**config.mk**
```make
export PLATFORM = sky130hd
export DESIGN_NAME = hsv_to_rgb_convert
export DESIGN_NICKNAME = d
export VERILOG_FILES = /design/src/hsv2rgb_pkg.sv /design/src/hsv_to_rgb_convert.sv
export SDC_FILE = /design/constraint.sdc
export NUM_CORES = 1
export LEC_CHECK = 0
export BUFFER_PORTS_ARGS = -buffer_cell sky130_fd_sc_hd__buf_2
export CAP_MARGIN = 5
export CELL_PAD_IN_SITES_DETAIL_PLACEMENT = 0
export CELL_PAD_IN_SITES_GLOBAL_PLACEMENT = 2
export CORE_MARGIN = 5
export CORE_UTILIZATION = 44
export DETAILED_ROUTE_END_ITERATION = 16
export GPL_ROUTABILITY_DRIVEN = 0
export GPL_TIMING_DRIVEN = 0
export PLACE_DENSITY = 0.84
export SLEW_MARGIN = 20
export SYNTH_ARGS = -nofsm -noshare
export SYNTH_HDL_FRONTEND = slang
export SYNTH_SLANG_ARGS = --single-unit
```
**constraint.sdc**
```tcl
create_clock -name clock -period 13.4 [get_ports clock]
set_input_delay 2.68 -clock clock [delete_from_list [all_inputs] [get_ports clock]]
set_output_delay 2.68 -clock clock [all_outputs]
set_load 0.01 [all_outputs]
```
**src/hsv2rgb_pkg.sv**
```systemverilog
// ----------------------------------------------------------------------------
// hsv2rgb_pkg: shared types and constants for the HSV to RGB converter
// Fixed-point formats, angle constants and the hue folding helpers.
// ----------------------------------------------------------------------------
package hsv2rgb_pkg;

   localparam int LEVEL_FRAC_BITS = 12;
   localparam int HUE_FRAC_BITS   = 4;

   localparam int HUE_W   = 16;
   localparam int LEVEL_W = 13;

   localparam int LEVEL_ONE = 1 << LEVEL_FRAC_BITS;
   localparam int DEG60     = 60 << HUE_FRAC_BITS;
   localparam int DEG360    = 360 << HUE_FRAC_BITS;

   // folded hue (below 360 degrees) and position within one sector
   localparam int FOLD_W = $clog2(DEG360);
   localparam int TRI_W  = $clog2(DEG60 + 1);

   // largest hue magnitude over 360 degrees, in whole turns
   localparam int MAX_TURNS = (1 << (HUE_W - 1)) / DEG360;

   // 60 degrees is 15 << (HUE_FRAC_BITS + 2): shift out the power of two,
   // then divide by 15 with a reciprocal that is exact below 2^16
   localparam int DIV_SHIFT   = HUE_FRAC_BITS + 2;
   localparam int RECIP15     = 34953;
   localparam int RECIP_SHIFT = 19;
   localparam int RECIP_W     = 16;

   localparam int PROD_W = LEVEL_W + TRI_W;
   localparam int QUOT_W = PROD_W - DIV_SHIFT;

   typedef enum logic [2:0] {
      SECT_R_Y = 3'd0,
      SECT_Y_G = 3'd1,
      SECT_G_C = 3'd2,
      SECT_C_B = 3'd3,
      SECT_B_M = 3'd4,
      SECT_M_R = 3'd5
   } sector_type;

   // remainder of the hue magnitude modulo 360 degrees
   function automatic logic [FOLD_W-1:0] hue_fold(input logic [HUE_W-1:0] mag);
      logic [HUE_W-1:0] rem;
      rem = mag;
      for (int k = 1; k <= MAX_TURNS; k++) begin
         if (mag >= HUE_W'(k * DEG360)) begin
            rem = mag - HUE_W'(k * DEG360);
         end
      end
      return rem[FOLD_W-1:0];
   endfunction

   // 60-degree sector of a folded hue
   function automatic logic [2:0] hue_sector(input logic [FOLD_W-1:0] h);
      logic [2:0] sect;
      sect = 3'd0;
      for (int k = 1; k < 6; k++) begin
         if (h >= FOLD_W'(k * DEG60)) begin
            sect = 3'(k);
         end
      end
      return sect;
   endfunction

   function automatic logic [LEVEL_W-1:0] sat_level(input logic [LEVEL_W-1:0] lvl);
      return (lvl > LEVEL_W'(LEVEL_ONE)) ? LEVEL_W'(LEVEL_ONE) : lvl;
   endfunction

endpackage

```
**src/hsv_to_rgb_convert.sv**
```systemverilog
// ----------------------------------------------------------------------------
// hsv_to_rgb_convert: pipelined HSV to RGB colour conversion
// Six register stages: magnitude, fold and chroma, sector, product, divide, mix.
// ----------------------------------------------------------------------------
// Usage:
//   Drive req_hue (signed, 1/16 degree), req_saturation and req_brightness
//   (4096 = 1.0, larger values clamp to 1.0) and raise start. A transaction
//   is taken at every rising edge with start high and busy low.
//   busy follows reset and is low otherwise, so one transaction can enter
//   every cycle: throughput is one pixel per clock.
//   rsp_valid rises when the transaction leaves the mix stage, with rsp_red,
//   rsp_green and rsp_blue on the same cycle. The strobe lasts one cycle,
//   and results leave in the order taken.
//   The pipeline is free-running; the receiver cannot stall it and takes
//   each result in the cycle it appears.
//   Reset (synchronous) drops every transaction in flight; nothing else
//   is held between transactions.
//   The depth is set by the two multipliers: value times saturation, and
//   chroma times the triangle ramp, each followed by its own register,
//   plus a reciprocal multiply for the divide by 60 degrees.
// ----------------------------------------------------------------------------
module hsv_to_rgb_convert
   import hsv2rgb_pkg::*;
(
   input  logic                      clock,
   input  logic                      reset,
   input  logic                      start,
   output logic                      busy,
   input  logic signed [HUE_W-1:0]   req_hue,
   input  logic [LEVEL_W-1:0]        req_saturation,
   input  logic [LEVEL_W-1:0]        req_brightness,
   output logic                      rsp_valid,
   output logic [LEVEL_W-1:0]        rsp_red,
   output logic [LEVEL_W-1:0]        rsp_green,
   output logic [LEVEL_W-1:0]        rsp_blue
);

   localparam int DEPTH = 6;

   logic                   accept;
   logic [DEPTH-1:0]       vld_ff, vld_in;

   // stage 1: magnitude and clamp
   logic [HUE_W-1:0]       mag_ff, mag_in;
   logic [LEVEL_W-1:0]     sat1_ff, sat1_in;
   logic [LEVEL_W-1:0]     bri1_ff, bri1_in;

   // stage 2: fold and chroma
   logic [2*LEVEL_W-1:0]   vs_prod;
   logic [FOLD_W-1:0]      fold_ff, fold_in;
   logic [LEVEL_W-1:0]     chroma2_ff, chroma2_in;
   logic [LEVEL_W-1:0]     bri2_ff;

   // stage 3: sector, ramp, offset
   sector_type             sect3_ff, sect3_in;
   logic [FOLD_W-1:0]      resid;
   logic [TRI_W-1:0]       tri_ff, tri_in;
   logic [LEVEL_W-1:0]     chroma3_ff;
   logic [LEVEL_W-1:0]     base3_ff, base3_in;

   // stage 4: chroma times ramp
   logic [PROD_W-1:0]      ctri_ff, ctri_in;
   sector_type             sect4_ff;
   logic [LEVEL_W-1:0]     chroma4_ff;
   logic [LEVEL_W-1:0]     base4_ff;

   // stage 5: divide by 60 degrees
   logic [QUOT_W-1:0]      quot;
   logic [QUOT_W+RECIP_W-1:0] recip_prod;
   logic [LEVEL_W-1:0]     xval_ff, xval_in;
   sector_type             sect5_ff;
   logic [LEVEL_W-1:0]     chroma5_ff;
   logic [LEVEL_W-1:0]     base5_ff;

   // stage 6: channel order and offset
   logic [LEVEL_W-1:0]     red_ff, red_in;
   logic [LEVEL_W-1:0]     green_ff, green_in;
   logic [LEVEL_W-1:0]     blue_ff, blue_in;

   assign busy   = reset;
   assign accept = start && !busy;
   assign vld_in = {vld_ff[DEPTH-2:0], accept};

   always_comb begin
      mag_in  = req_hue[HUE_W-1] ? HUE_W'(-req_hue) : HUE_W'(req_hue);
      sat1_in = sat_level(req_saturation);
      bri1_in = sat_level(req_brightness);
   end

   always_comb begin
      fold_in    = hue_fold(mag_ff);
      vs_prod    = sat1_ff * bri1_ff;
      chroma2_in = vs_prod[LEVEL_FRAC_BITS +: LEVEL_W];
   end

   // even sector: ramp rises with the residue; odd sector: it falls
   always_comb begin
      sect3_in = sector_type'(hue_sector(fold_ff));
      resid    = fold_ff - FOLD_W'(int'(sect3_in) * DEG60);
      if (sect3_in[0]) begin
         tri_in = TRI_W'(DEG60) - resid[TRI_W-1:0];
      end else begin
         tri_in = resid[TRI_W-1:0];
      end
      base3_in = bri2_ff - chroma2_ff;
   end

   assign ctri_in = chroma3_ff * tri_ff;

   always_comb begin
      quot       = ctri_ff[PROD_W-1:DIV_SHIFT];
      recip_prod = quot * RECIP_W'(RECIP15);
      xval_in    = recip_prod[RECIP_SHIFT +: LEVEL_W];
   end

   always_comb begin
      red_in   = base5_ff;
      green_in = base5_ff;
      blue_in  = base5_ff;
      case (sect5_ff)
         SECT_R_Y: begin
            red_in   = base5_ff + chroma5_ff;
            green_in = base5_ff + xval_ff;
         end
         SECT_Y_G: begin
            red_in   = base5_ff + xval_ff;
            green_in = base5_ff + chroma5_ff;
         end
         SECT_G_C: begin
            green_in = base5_ff + chroma5_ff;
            blue_in  = base5_ff + xval_ff;
         end
         SECT_C_B: begin
            green_in = base5_ff + xval_ff;
            blue_in  = base5_ff + chroma5_ff;
         end
         SECT_B_M: begin
            red_in   = base5_ff + xval_ff;
            blue_in  = base5_ff + chroma5_ff;
         end
         default: begin
            red_in   = base5_ff + chroma5_ff;
            blue_in  = base5_ff + xval_ff;
         end
      endcase
   end

   always_ff @(posedge clock) begin
      if (reset) begin
         vld_ff <= '0;
      end else begin
         vld_ff <= vld_in;
      end
   end

   always_ff @(posedge clock) begin
      mag_ff     <= mag_in;
      sat1_ff    <= sat1_in;
      bri1_ff    <= bri1_in;

      fold_ff    <= fold_in;
      chroma2_ff <= chroma2_in;
      bri2_ff    <= bri1_ff;

      sect3_ff   <= sect3_in;
      tri_ff     <= tri_in;
      chroma3_ff <= chroma2_ff;
      base3_ff   <= base3_in;

      ctri_ff    <= ctri_in;
      sect4_ff   <= sect3_ff;
      chroma4_ff <= chroma3_ff;
      base4_ff   <= base3_ff;

      xval_ff    <= xval_in;
      sect5_ff   <= sect4_ff;
      chroma5_ff <= chroma4_ff;
      base5_ff   <= base4_ff;

      red_ff     <= red_in;
      green_ff   <= green_in;
      blue_ff    <= blue_in;
   end

   assign rsp_valid = vld_ff[DEPTH-1];
   assign rsp_red   = red_ff;
   assign rsp_green = green_ff;
   assign rsp_blue  = blue_ff;

endmodule

```
======== After elaboration in Yosys (flattened, before gate mapping) ========
Cells that the tools add are included.
W data, S select, Z words.
operators by class
  reduce and logical (&&, ||, !) cells .... 9
  equal/unequal tests ..................... 4
  order comparisons ....................... 12
  add/subtract/negate cells ............... 11
  mux-type cells .......................... 15
  multipliers ............................. 4
operator list
  kind                      count
  $pmux W13 S2              3
  $mux W13                  5
  $ge A16 B15 Y1 const B    3
  $sub A13 B13 Y13 const B  3
  $mul A17 B16 Y32 const B  1
  $add A13 B13 Y13          2
  $ge A13 B12 Y1 const B    2
  $gt A13 B13 Y1 const B    2
  $mul A13 B13 Y25          1
  $mul A13 B10 Y23          1
  $ge A16 B13 Y1 const B    1
  $ge A16 B14 Y1 const B    1
  $neg A16 Y16              1
  $mux W15                  1
  $ge A13 B10 Y1 const B    1
  $ge A13 B11 Y1 const B    1
  $ge A13 B13 Y1 const B    1
  $sub A13 B10 Y13 const B  1
  $sub A13 B12 Y13 const B  1
  $sub A13 B13 Y13          1
  $mux W3                   4
  $reduce_or A2 Y1          6
  $mux W10                  1
  $sub A10 B10 Y10          1
  9 further kinds           10
word-level totals
  logic and storage cells ................. 78
  flip-flop bits (word level) ............. 259
  bits of input ports ..................... 45
  output and inout bits ................... 41

======== Longest topological paths before layout ========
  depth after elaboration ................. 10
  mapped depth ............................ 21

======== Worst setup path after synthesis ========
No wires, ideal clock.
  kind .................................... input -> output
  from .................................... input reset
  to ...................................... output busy
  slack ................................... 7.921 ns
  data required time ...................... 10.720 ns
  arrival time ............................ 2.799 ns
  cell stages on the path ................. 1
  cells stage by stage .................... buf_4
RTL lines
  what             line                      text
  start, declared  hsv_to_rgb_convert.sv:26  input logic reset,
  end, declared    hsv_to_rgb_convert.sv:28  output logic busy,
No word-level cell between the ends.

======== Worst setup path after layout ========
  from .................................... register bri1_ff[7]
  to ...................................... register chroma2_ff[12]
on the way
  word-level cells in the longest chain between the ends .. 1
ends and longest elaborated chain
  what                    line                       text
  start, declared         hsv_to_rgb_convert.sv:46   logic [LEVEL_W-1:0] bri1_ff, bri1_in;
  start signal, assigned  hsv_to_rgb_convert.sv:159  bri1_ff <= bri1_in;
  $mul A13 B13 Y25        hsv_to_rgb_convert.sv:92   vs_prod = sat1_ff * bri1_ff;
  via vs_prod[24]         hsv_to_rgb_convert.sv:49   logic [2*LEVEL_W-1:0] vs_prod;
  end signal, assigned    hsv_to_rgb_convert.sv:162  chroma2_ff <= chroma2_in;
  end, declared           hsv_to_rgb_convert.sv:51   logic [LEVEL_W-1:0] chroma2_ff, chroma2_in;
The timed path passes the listed nets, and every way through them passes these cells.
A chain may end at the register's enable or synchronous reset.

==> summary.md <==
| Metric | Value |
|---|---|
| Outcome | complete, no violations |
| Placed cells | 3007 |
| First-pass GRT wire length | 82900 µm |
| Die height | 230 µm |
| Final #Nets | 2973 |
| Inserted Diodes | 0 |
| Wirelength per Cell | 16.3 µm |
| Post-route minimum period | 5.86 ns |
| Fillers | 4624 |
| Number of hold buffers added after CTS | 0 |
| Met1 usage | 25.9% |
| Sequential-to-total area share from yosys stat | 23.8% |
| Cell Count, Final, Fillers Out | 3058 |
| Vias per cell | 5.13 |
| Routed wire length | 49800 µm |
| Post-synth top flop | dfxtp_1 |
| Synth warn | 0 |
| Largest net degree at the start of global routing | 16 |
| Area of the mapped netlist | 21200 µm² |
| Fin crit share | 43.7% |
| Worst Hold Class | flop to flop |
| Rows | 80 |
| Post-Synthesis Cells | 2307 |
| Clock Pin Slew Worst Setup and Hold Paths | 0.06 ns |
| Unrepaired setup endpoints after global routing | no |
| Reg2reg setup slack | 7.54 ns |
| Worst-margin pin slew | 1.12 ns |
| Met2 Resource Use GR | 32.5% |
| R2R Path Start | bri1_ff[7] |
| Vias | 15700 |
| Yosys top cell area share | 23.8% |
| Die area | 52800 µm² |
| Drt drc | 0 |
| Share of cells above drive strength 1 | 6.10% |
| Netlist cell types | 81 |
| Net Count, Synth | 2857 |
| Hold EP | chroma5_ff[10] |
| Starting Density | 44.5% |
| Die width | 230 µm |
| Post-route ant nets | 0 |
| Final setup vio count | 0 |
| Hold Violations, Final | 0 |
| Core Footprint | 47700 µm² |
| H-tree Lvls | 1 |
| GR Layer Usage met3 | 2.54% |
| I/O pin count | 86 |
| Sink Count | 253 |
| 1st-pass router iterations | 6 |
| Fmax | 171 MHz |
| Crit path DAT | 6.34 ns |
| Synth area leaders | dfxtp_1, fa_1, ha_1 |
| Slew Viols, Final | 0 |
| Critical R2R Capture | chroma2_ff[12] |
| Vias in the first global route | 16200 |
| Skew final | 0.0207 ns |
| Initial antenna violation count | 1 |
| Num CTS Buffers | 29 |
| Setup TNS | 0 ns |
| Port buffer count | 85 |
| Syn avg cell area | 9.21 µm² |
| Gr usage total | 19.0% |
| Max capacitance violation total | 0 |
| Post-synthesis register bit count | 253 |
| CTS tree | built |
| Worst rel slew slack | 25.0% |
| Worst-skew pair later-pin latency | 0.58 ns |
| DRT iter0 DRCs | 780 |
| Hold path depth | 0 |
| EDFF count, synth | 0 |
| Clock buffer depth | 3 |
| Reg2reg path depth | 17 |
| Hold Path Origin | chroma4_ff[10] |
| Asr flop ratio synth | 0% |
| Busiest grt layer | met2 |
| Worst Path Required | 13.88 ns |
| Gates resized, CTS repair | 0 |
| Synthesis-to-finish area growth | 10.4% |
| DP HPWL | 40300 µm |
| Setup Fix Bufs, Post-CTS | 0 |
| WS Path Type | flop to flop |
| Largest area contributor in the netlist | dfxtp_1 |
| Synth top cells by count | inv_1, ha_1, dfxtp_1, nand2_1, fa_1 |
| Total congestion overflow | 0 |
| Crit path capture type | flop |
| Crit-path max FO | 10 |
| Worst Setup Start Kind | flop |
| Most common cell in the netlist | inv_1 |
| Root buf cell | clkbuf_16 |
layer usage:
| layer | wire, µm | vias up |
|---|---|---|
| met5 | 0 | - |
| li1 | - | 7729 |
| met1 | 23100 | 7523 |
| met3 | 2270 | 71 |
| met2 | 23500 | 357 |
| met4 | 1020 | 0 |
per-stage QoR:
stage	setup WS, ns	cell area [µm²]	hold WS (ns)	utilization, %
after floorplan	7.92	21200	0.310	-
after global placement	7.53	22400	0.311	47.0
after CTS	7.47	23500	0.316	49.1
final	7.54	23500	0.317	49.1
after global routing	7.18	23500	0.321	49.1
after detailed placement	7.50	22400	0.312	47.0
cell usage in the layout (no fill, tap or decap), drive strengths merged, types with 18 or more instances in the layout:
cell type	instances
nor3	37
nor2b	39
nand2	239
o22ai	18
fa	231
and2	142
ha	274
clkbuf	111
xnor2	67
dfxtp	253
o21ai	78
nor2	96
a21o	24
xor2	33
buf	92
a21oi	78
inv	369
nand3	29
layout make-up:
class / count / area, µm² / share of cell area (%)
Inverter: 366 / 1370 / 5.86
Buffer: 86 / 337 / 1.43
Sequential cell: 253 / 5060 / 21.6
Clock buffer: 32 / 737 / 3.14
Tap cell: 615 / 769 / 3.28
Timing Repair Buffer: 85 / 425 / 1.81
Multi-Input combinational cell: 1602 / 14500 / 61.7
Clock inverter: 19 / 288 / 1.23
worst max path at each step:
stage / endpoint / depth (start not counted) / slack (ns) / from
floorplan: busy / 1 / 7.92 / reset
global placement: chroma2_ff[11] / 17 / 7.53 / bri1_ff[7]
detailed placement: chroma2_ff[12] / 17 / 7.50 / bri1_ff[7]
CTS: chroma2_ff[12] / 17 / 7.47 / bri1_ff[7]
global route: chroma2_ff[12] / 17 / 7.18 / bri1_ff[7]
finish: chroma2_ff[12] / 17 / 7.54 / bri1_ff[7]
sequential cells by signal, indices dropped and copies added (netlist names), 6 cells and up:
| register | count |
|---|---|
| ctri_ff | 17 |
| mag_ff | 16 |
| base3_ff | 13 |
| base4_ff | 13 |
| base5_ff | 13 |
| bri1_ff | 13 |
| bri2_ff | 13 |
| chroma2_ff | 13 |
| chroma3_ff | 13 |
| chroma4_ff | 13 |
| chroma5_ff | 13 |
| fold_ff | 13 |
| rsp_blue | 13 |
| rsp_green | 13 |
| rsp_red | 13 |
| sat1_ff | 13 |
| xval_ff | 13 |
| tri_ff | 10 |
| vld_ff | 6 |
critical path: stages, from the launching register on:
cell      delay (ns)
dfxtp_1         0.53
clkbuf_1        0.59
nand2_1         0.15
fa_1            0.51
inv_1           0.05
fa_1            0.46
fa_1            0.52
fa_1            0.52
fa_1            0.50
ha_1            0.36
a211oi_1        0.23
o31a_1          0.18
o21bai_1        0.09
a32oi_1         0.32
nor3_1          0.15
nor3_2          0.31
nor2_1          0.08
a211oi_1        0.22
logic make-up after synthesis:
| logic type | count (synthesis) | synth area share (%) |
|---|---|---|
| xor gates and xnor gates | 100 | 4.16 |
| muxes | 5 | 0.236 |
| adders and majority gates | 506 | 38.0 |
| AOI/OAI and AO/OA | 352 | 11.1 |
| DFF | 253 | 23.8 |
| buffers and inverters | 452 | 8.05 |
| and+or+nand+nor | 639 | 14.7 |
Power is not shown: default switching activity piles up to over one toggle a cycle in this logic, so the estimate is an artifact.
